<file path="config.mk">
export PLATFORM = sky130hd
export DESIGN_NAME = ratct_ctrl
export DESIGN_NICKNAME = d
export VERILOG_FILES = /design/src/rtl/core/ratct_pkg.sv /design/src/rtl/core/ratct_ctrl.sv
export VERILOG_INCLUDE_DIRS = /design/src /design/src/rtl/core
export SDC_FILE = /design/constraint.sdc
export NUM_CORES = 1
export LEC_CHECK = 0
export ABC_CLOCK_PERIOD_IN_PS = 1900
export BUFFER_PORTS_ARGS = -buffer_cell sky130_fd_sc_hd__buf_4
export CAP_MARGIN = 15
export CORE_AREA = 2 2 39 41
export DETAILED_ROUTE_END_ITERATION = 10
export DIE_AREA = 0 0 41 43
export PLACE_DENSITY_LB_ADDON = 0.3
export SLEW_MARGIN = 20
export SYNTH_ARGS = -nofsm -noshare
export SYNTH_HDL_FRONTEND = slang
export SYNTH_SLANG_ARGS = --single-unit
</file>
<file path="constraint.sdc">
create_clock -name clk -period 1.9 [get_ports clk]
set_input_delay 0.38 -clock clk [delete_from_list [all_inputs] [get_ports clk]]
set_output_delay 0.38 -clock clk [all_outputs]
set_load 0.02 [all_outputs]
</file>
<file path="src/rtl/core/range_add_threshold_count_table_macros.svh">
// Assertion macros used by the range add / threshold count table controller
`ifndef RANGE_ADD_THRESHOLD_COUNT_TABLE_MACROS_SVH
`define RANGE_ADD_THRESHOLD_COUNT_TABLE_MACROS_SVH

// property checked on every clock edge outside reset
`define RATCT_ASSERT(label, prop, msg) \
    label: assert property (@(posedge clk) disable iff (!rst_n) prop) \
        else $error(msg);

// antecedent in one cycle implies consequent in the next
`define RATCT_ASSERT_NEXT(label, ante, cons, msg) \
    `RATCT_ASSERT(label, (ante) |=> (cons), msg)

`endif

</file>
<file path="src/rtl/core/ratct_pkg.sv">
// Shared constants, types and helpers for the range add / threshold count table
`default_nettype none

package ratct_pkg;

    localparam int ENTRIES     = 1024;
    localparam int BLOCK_SHIFT = 5;
    localparam int BLOCK_SIZE  = 1 << BLOCK_SHIFT;
    localparam int VALUE_W     = 32;
    localparam int INDEX_W     = 10;
    localparam int OPND_W      = 32;
    localparam int COUNT_W     = 11;

    localparam int NUM_BLOCKS = (ENTRIES + BLOCK_SIZE - 1) / BLOCK_SIZE;
    localparam int ADDR_W     = (ENTRIES > 1) ? $clog2(ENTRIES) : 1;
    localparam int BLK_W      = (NUM_BLOCKS > 1) ? $clog2(NUM_BLOCKS) : 1;
    localparam int POS_W      = ((INDEX_W > ADDR_W) ? INDEX_W : ADDR_W) + 1;
    localparam int CMP_W      = ((VALUE_W > OPND_W) ? VALUE_W : OPND_W) + 1;

    typedef enum logic [1:0] {
        CMD_WRITE = 2'd0,
        CMD_ADD   = 2'd1,
        CMD_COUNT = 2'd2
    } cmd_t;

    typedef struct packed {
        logic load;
        logic write;
        logic step;
        logic load_out;
    } ctl_cmd_t;

    typedef struct packed {
        cmd_t cmd;
        logic live;
        logic last;
        logic busy;
    } ctl_stat_t;

    function automatic logic [BLK_W-1:0] blk_of(input logic [POS_W-1:0] pos);
        logic [POS_W-1:0] t;
        t = pos >> BLOCK_SHIFT;
        return t[BLK_W-1:0];
    endfunction

endpackage

`default_nettype wire

</file>
<file path="src/rtl/core/ratct_ctrl.sv">
// Controller: command sequencing and handshakes for the table
`default_nettype none

`include "range_add_threshold_count_table_macros.svh"

module ratct_ctrl (
    input  wire logic                 clk,
    input  wire logic                 rst_n,
    input  wire logic                 in_valid,
    output logic                      in_stall,
    output logic                      out_valid,
    input  wire logic                 out_stall,
    output ratct_pkg::ctl_cmd_t       cmd,
    input  wire ratct_pkg::ctl_stat_t st
);

    typedef enum logic [4:0] {
        ST_IDLE  = 5'b00001,
        ST_START = 5'b00010,
        ST_WALK  = 5'b00100,
        ST_DRAIN = 5'b01000,
        ST_DONE  = 5'b10000
    } state_t;

    state_t state_reg, state_next;
    logic   out_valid_reg, out_valid_next;
    logic   out_free;

    assign in_stall  = (state_reg != ST_IDLE);
    assign out_valid = out_valid_reg;
    assign out_free  = !out_valid_reg || !out_stall;

    always_comb
    begin
        state_next = state_reg;
        cmd        = '0;
        case (state_reg)
            ST_IDLE:
            begin
                if (in_valid)
                begin
                    cmd.load   = 1'b1;
                    state_next = ST_START;
                end
            end
            ST_START:
            begin
                case (st.cmd)
                    ratct_pkg::CMD_WRITE:
                    begin
                        cmd.write  = 1'b1;
                        state_next = ST_IDLE;
                    end
                    ratct_pkg::CMD_ADD:
                    begin
                        state_next = st.live ? ST_WALK : ST_IDLE;
                    end
                    ratct_pkg::CMD_COUNT:
                    begin
                        state_next = st.live ? ST_WALK : ST_DONE;
                    end
                    default:
                    begin
                        state_next = ST_IDLE;
                    end
                endcase
            end
            ST_WALK:
            begin
                cmd.step = 1'b1;
                if (st.last)
                begin
                    state_next = ST_DRAIN;
                end
            end
            ST_DRAIN:
            begin
                state_next = (st.cmd == ratct_pkg::CMD_COUNT) ? ST_DONE : ST_IDLE;
            end
            ST_DONE:
            begin
                if (out_free)
                begin
                    cmd.load_out = 1'b1;
                    state_next   = ST_IDLE;
                end
            end
            default:
            begin
                state_next = ST_IDLE;
            end
        endcase
    end

    always_comb
    begin
        out_valid_next = out_valid_reg && out_stall;
        if (cmd.load_out)
        begin
            out_valid_next = 1'b1;
        end
    end

    always_ff @(posedge clk or negedge rst_n)
    begin
        if (!rst_n)
        begin
            state_reg     <= ST_IDLE;
            out_valid_reg <= 1'b0;
        end
        else
        begin
            state_reg     <= state_next;
            out_valid_reg <= out_valid_next;
        end
    end

    `RATCT_ASSERT_NEXT(a_accept_starts, (state_reg == ST_IDLE) && in_valid, state_reg == ST_START, "accepted word did not start")
    `RATCT_ASSERT_NEXT(a_last_drains, (state_reg == ST_WALK) && st.last, state_reg == ST_DRAIN, "walk did not stop at range end")
    `RATCT_ASSERT_NEXT(a_result_shown, (state_reg == ST_DONE) && out_free, out_valid_reg, "count not presented")
    `RATCT_ASSERT(a_pipe_drained, st.busy |-> ((state_reg == ST_WALK) || (state_reg == ST_DRAIN)), "read stage busy outside walk")

endmodule

`default_nettype wire
</file>
After elaboration in Yosys (flattened, before gate mapping)
Index checks and enable logic that the tools add are counted.
{"block": "word_totals", "ff_bits": 6, "input_bits": 9, "out_inout_bits": 6}
{"block": "classes", "eq_ne": 11, "n_mux": 16, "reduce_logical": 6}
{"op": "5-bit two-way mux", "count": 5}
{"op": "5-bit case mux with 5 select lines", "count": 1}
{"op": "5-bit case mux with 2 select lines", "count": 1}
{"op": "1-bit two-way mux", "count": 8}
{"op": "2-bit != test, second input constant", "count": 3}
{"op": "5-bit by 1-bit equality test with 1-bit output, second input constant", "count": 1}
{"op": "5-bit by 2-bit equality test with 1-bit output, second input constant", "count": 1}
{"op": "5-bit by 3-bit equality test with 1-bit output, second input constant", "count": 1}
{"op": "5-bit by 4-bit equality test with 1-bit output, second input constant", "count": 1}
{"op": "5-bit equality test, second input constant", "count": 1}
{"op": "5-bit by 1-bit != test with 1-bit output, second input constant", "count": 1}
{"op": "3-bit two-way mux", "count": 1}
{"op": "3-bit AND reduction", "count": 1}
{"op": "2-bit by 1-bit equality test with 1-bit output, second input constant", "count": 1}
{"op": "2-bit equality test, second input constant", "count": 1}
{"op": "1-bit zero test", "count": 2}
{"op": "2-bit zero test", "count": 1}
{"op": "1-bit logical AND", "count": 1}
{"op": "1-bit logical OR", "count": 1}

Depth between registers and ports, before layout
{"block": "depth", "depth_word": 5, "mapped_depth": 6, "mapped_depth_nobuf": 6}

Worst setup path before layout
OpenSTA, ideal clock, no wires.
{"block": "synth_timing", "path_type": "reg-to-output", "start": "register state_reg[2]", "end": "output cmd[3] in the netlist's numbering", "t_arrival_ps": 1564, "required_ps": 1520, "setup_slack_ps": -44, "stages_incl_launch_ff": 4, "path_buffers": 0, "path_cell_list": "dfrtp_1 or3_4 or3b_4 nor2_1"}
{"element": "from (decl)", "line": "ratct_ctrl.sv:25", "source": "state_t state_reg, state_next;"}
{"element": "from (signal assigned)", "line": "ratct_ctrl.sv:113", "source": "state_reg <= state_next;"}
{"element": "to (decl)", "line": "ratct_ctrl.sv:13", "source": "output ratct_pkg::ctl_cmd_t cmd,"}

==> load_flow_metrics.sql <==
INSERT INTO impl_metrics (metric_group, metric, value, unit) VALUES
('die', 'num_rows', '14', ''),
('run_status', 'violations', 'negative setup slack', ''),
('critical_path', 'crit_chain', 'or3_4, or3b_4, nor2_2, buf_6', ''),
('routing', 'number_of_drc_markers_after_the_initial_detailed_route_iteration', '3', ''),
('routing', 'wl_per_cell', '11.8', 'um'),
('global_route', 'grt_start_max_net_pins', '7', ''),
('power_and_ir_drop', 'power.internal', '407', 'uW'),
('layout', 'area.growth.synth_to_final', '58.3', '%'),
('die', 'fp.dieW', '41', 'um'),
('timing', 'maxSlewHeadroom', '0.837', ''),
('timing', 'final.setup.tns', '-0.281', 'ns'),
('logic_synthesis', 'synth_flop_cell', 'dfrtp_1', ''),
('die', 'start_util', '0.299', ''),
('logic_synthesis', 'synthDominantAreaCellType', 'dfrtp_1', ''),
('routing', 'drt_drc_violations_left', '0', ''),
('layout', 'drive_above_1_share', '0.507', ''),
('critical_path', 'crit_arrival', '1.62', 'ns'),
('power_and_ir_drop', 'cellPowerDensity', '925', 'nW/um^2'),
('timing', 'report.final.slew_viol_count', '0', ''),
('clock_network', 'cts.sink_count', '6', ''),
('global_route', 'vias_in_the_first_global_route', '385', ''),
('power_and_ir_drop', 'report.power.total', '606', 'uW'),
('layout', 'design.final.nets', '84', ''),
('die', 'die_height', '43', 'um'),
('place', 'pre_cts_ws', '0.0908', 'ns'),
('clock_network', 'clock_transition_time_at_the_flip_flop_clock_pins_of_the_worst_setup_and_hold_paths', '0.05', 'ns'),
('power_and_ir_drop', 'power_frac_seq', '0.296', ''),
('logic_synthesis', 'syn_avg_cell_area', '9.20', 'sq um'),
('clock_network', 'number_of_clock_buffers_inserted_by_tritoncts', '3', ''),
('clock_network', 'cts_max_level', '1', ''),
('critical_path', 'critical_path.endpoint_type', 'primary output', ''),
('logic_synthesis', 'synth_most_common_cell', 'inv_1', ''),
('logic_synthesis', 'syn_area', '414', 'sq um'),
('logic_synthesis', 'flops_latches_synth', '6', ''),
('layout', 'num_antenna_cells', '0', ''),
('power_and_ir_drop', 'cellLeakagePower', '0.000325', 'uW'),
('critical_path', 'timing.critical_path.slowest_cell_delay', '0.39', 'ns'),
('logic_synthesis', 'netlist_top_cells_count', '6 x inv_1, 5 x dfrtp_1, 4 x nand2_1, 4 x o21ai_0, 3 x ha_1', ''),
('power_and_ir_drop', 'p_clk_frac', '0.202', ''),
('power_and_ir_drop', 'switching_share', '0.329', ''),
('global_route', 'grtUsageTotal', '0.128', ''),
('clock_network', 'clock_tree.buffer_depth', '2', ''),
('routing', 'drt-total-wl', '1.03', 'mm'),
('timing', 'finalCritPeriodShare', '1.05', ''),
('global_route', 'globalRouteOverflowTotal', '0', ''),
('critical_path', 'critPathMaxFanout', '3', ''),
('run_status', 'status', 'complete, but fails checks', ''),
('logic_synthesis', 'synthTopCellsByArea', 'dfrtp_1 30%, ha_1 9.1%, dfstp_2 6.3%', ''),
('power_and_ir_drop', 'p_comb_frac', '0.503', ''),
('timing', 'setup_viol_count_final', '4', ''),
('logic_synthesis', 'synthXorXnorAreaFrac', '0.0211', ''),
('clock_network', 'cts_tree', 'built', ''),
('power_and_ir_drop', 'ir_drop', '0.000407', 'V'),
('logic_synthesis', 'synth_async_sr_flop_share', '1.00', ''),
('timing', 'rsz0062_at_grt', 'yes', ''),
('logic_synthesis', 'synth-edff-count', '0', ''),
('timing', 'tightest_slew', '0.242', 'ns'),
('clock_network', 'clkLatencyLatePin', '0.24', 'ns'),
('timing', 'min_period', '2.00', 'ns'),
('logic_synthesis', 'netlist-cell-type-count', '24', ''),
('critical_path', 'cpMaxStageDelayCell', 'or3_4', ''),
('critical_path', 'kind_of_cell_with_the_highest_combined_delay_on_the_critical_path', 'simple AND/OR/NAND/NOR gates', ''),
('layout', 'num-fill-cells', '134', ''),
('die', 'ioPinCount', '15', ''),
('routing', 'detailedRoute.firstPassIterationCount', '3', ''),
('logic_synthesis', 'synthSimpleGateAreaFrac', '0.266', ''),
('timing', 'skew', '0.00512', 'ns'),
('power_and_ir_drop', 'power_switching', '200', 'uW'),
('logic_synthesis', 'synth_compound_area_frac', '0.202', ''),
('timing', 'final.setup.worst_slack', '-0.0987', 'ns'),
('logic_synthesis', 'main_combinational_cell_family_by_area_after_synthesis', 'simple AND/OR/NAND/NOR gates', '');
placed cells by master (no fill, tap or decap), types with 2 or more instances in the layout:
cell and n:
buf_4 18, ha_1 3, inv_1 5, o21ai_0 4
clkbuf_4 3, nand2_1 4, o32ai_1 2, dfrtp_1 5
or3b_4 2, buf_6 3, or3_4 2
worst paths after layout:
path                         startpoint           end  slack (ns)  cells after the start
max                        state_reg[3]        cmd[3]        -0.1                      4
min                               st[1]  state_reg[2]        0.34                      2
max reg2reg                state_reg[3]  state_reg[0]        0.02                      6
min reg2reg                   out_valid     out_valid        0.57                      2
max in group asynchronous         rst_n  state_reg[0]        1.22                      2
min in group asynchronous         rst_n     out_valid        0.48                      2
layout make-up:
class	instances	area, sq um	share of cell area
Multi-Input combinational cell	33	256	0.391
Tap cell	16	20.0	0.0305
Clock buffer	4	26.3	0.0401
Inverter	6	22.5	0.0344
Timing Repair Buffer	22	179	0.273
Sequential cell	6	151	0.231
through the flow:
| step | cell area, sq um | hold WS [ns] | cells |
|---|---|---|---|
| finish | 656 | 0.344 | 87 |
| global route | 656 | 0.344 | 87 |
| CTS | 621 | 0.337 | 84 |
| detailed placement | 557 | 0.188 | 77 |
| global placement | 557 | 0.188 | 77 |
| floorplan | 417 | 0.0844 | 45 |
power by group through the flow:
stage | Sequential [uW] | Clock (uW) | Combinational (uW)
after floorplan | 175 | 0 | 146
after global placement | 179 | 0 | 216
after detailed placement | 179 | 0 | 215
after CTS | 174 | 129 | 265
after global routing | 184 | 143 | 325
final | 179 | 122 | 305
routing by layer:
| layer | track usage | vias up | routed length (um) |
|---|---|---|---|
| met2 | 0.178 | 8 | 549 |
| met4 | 0.100 | 0 | 19 |
| li1 | - | 212 | - |
| met1 | 0.159 | 201 | 432 |
| met5 | 0 | - | 0 |
| met3 | 0.0314 | 2 | 27 |
logic make-up (layout without fill, tap and decap cells):
| family | after synthesis | count (layout) |
|---|---|---|
| AOI/OAI and AO/OA | 12 | 12 |
| xor gates and xnor gates | 1 | 1 |
| adders and majority gates | 3 | 3 |
| buffers and inverters | 6 | 32 |
| DFF | 6 | 6 |
| and+or+nand+nor | 17 | 17 |
what timing repair did:
action,CTS,global route
pin swaps,3,4
hold endpoints to repair,5,0
setup endpoints to repair,3,5
gates resized for setup,4,3
setup buffers,2,3
hold buffers,1,0
(Power assumes the default switching activity.)
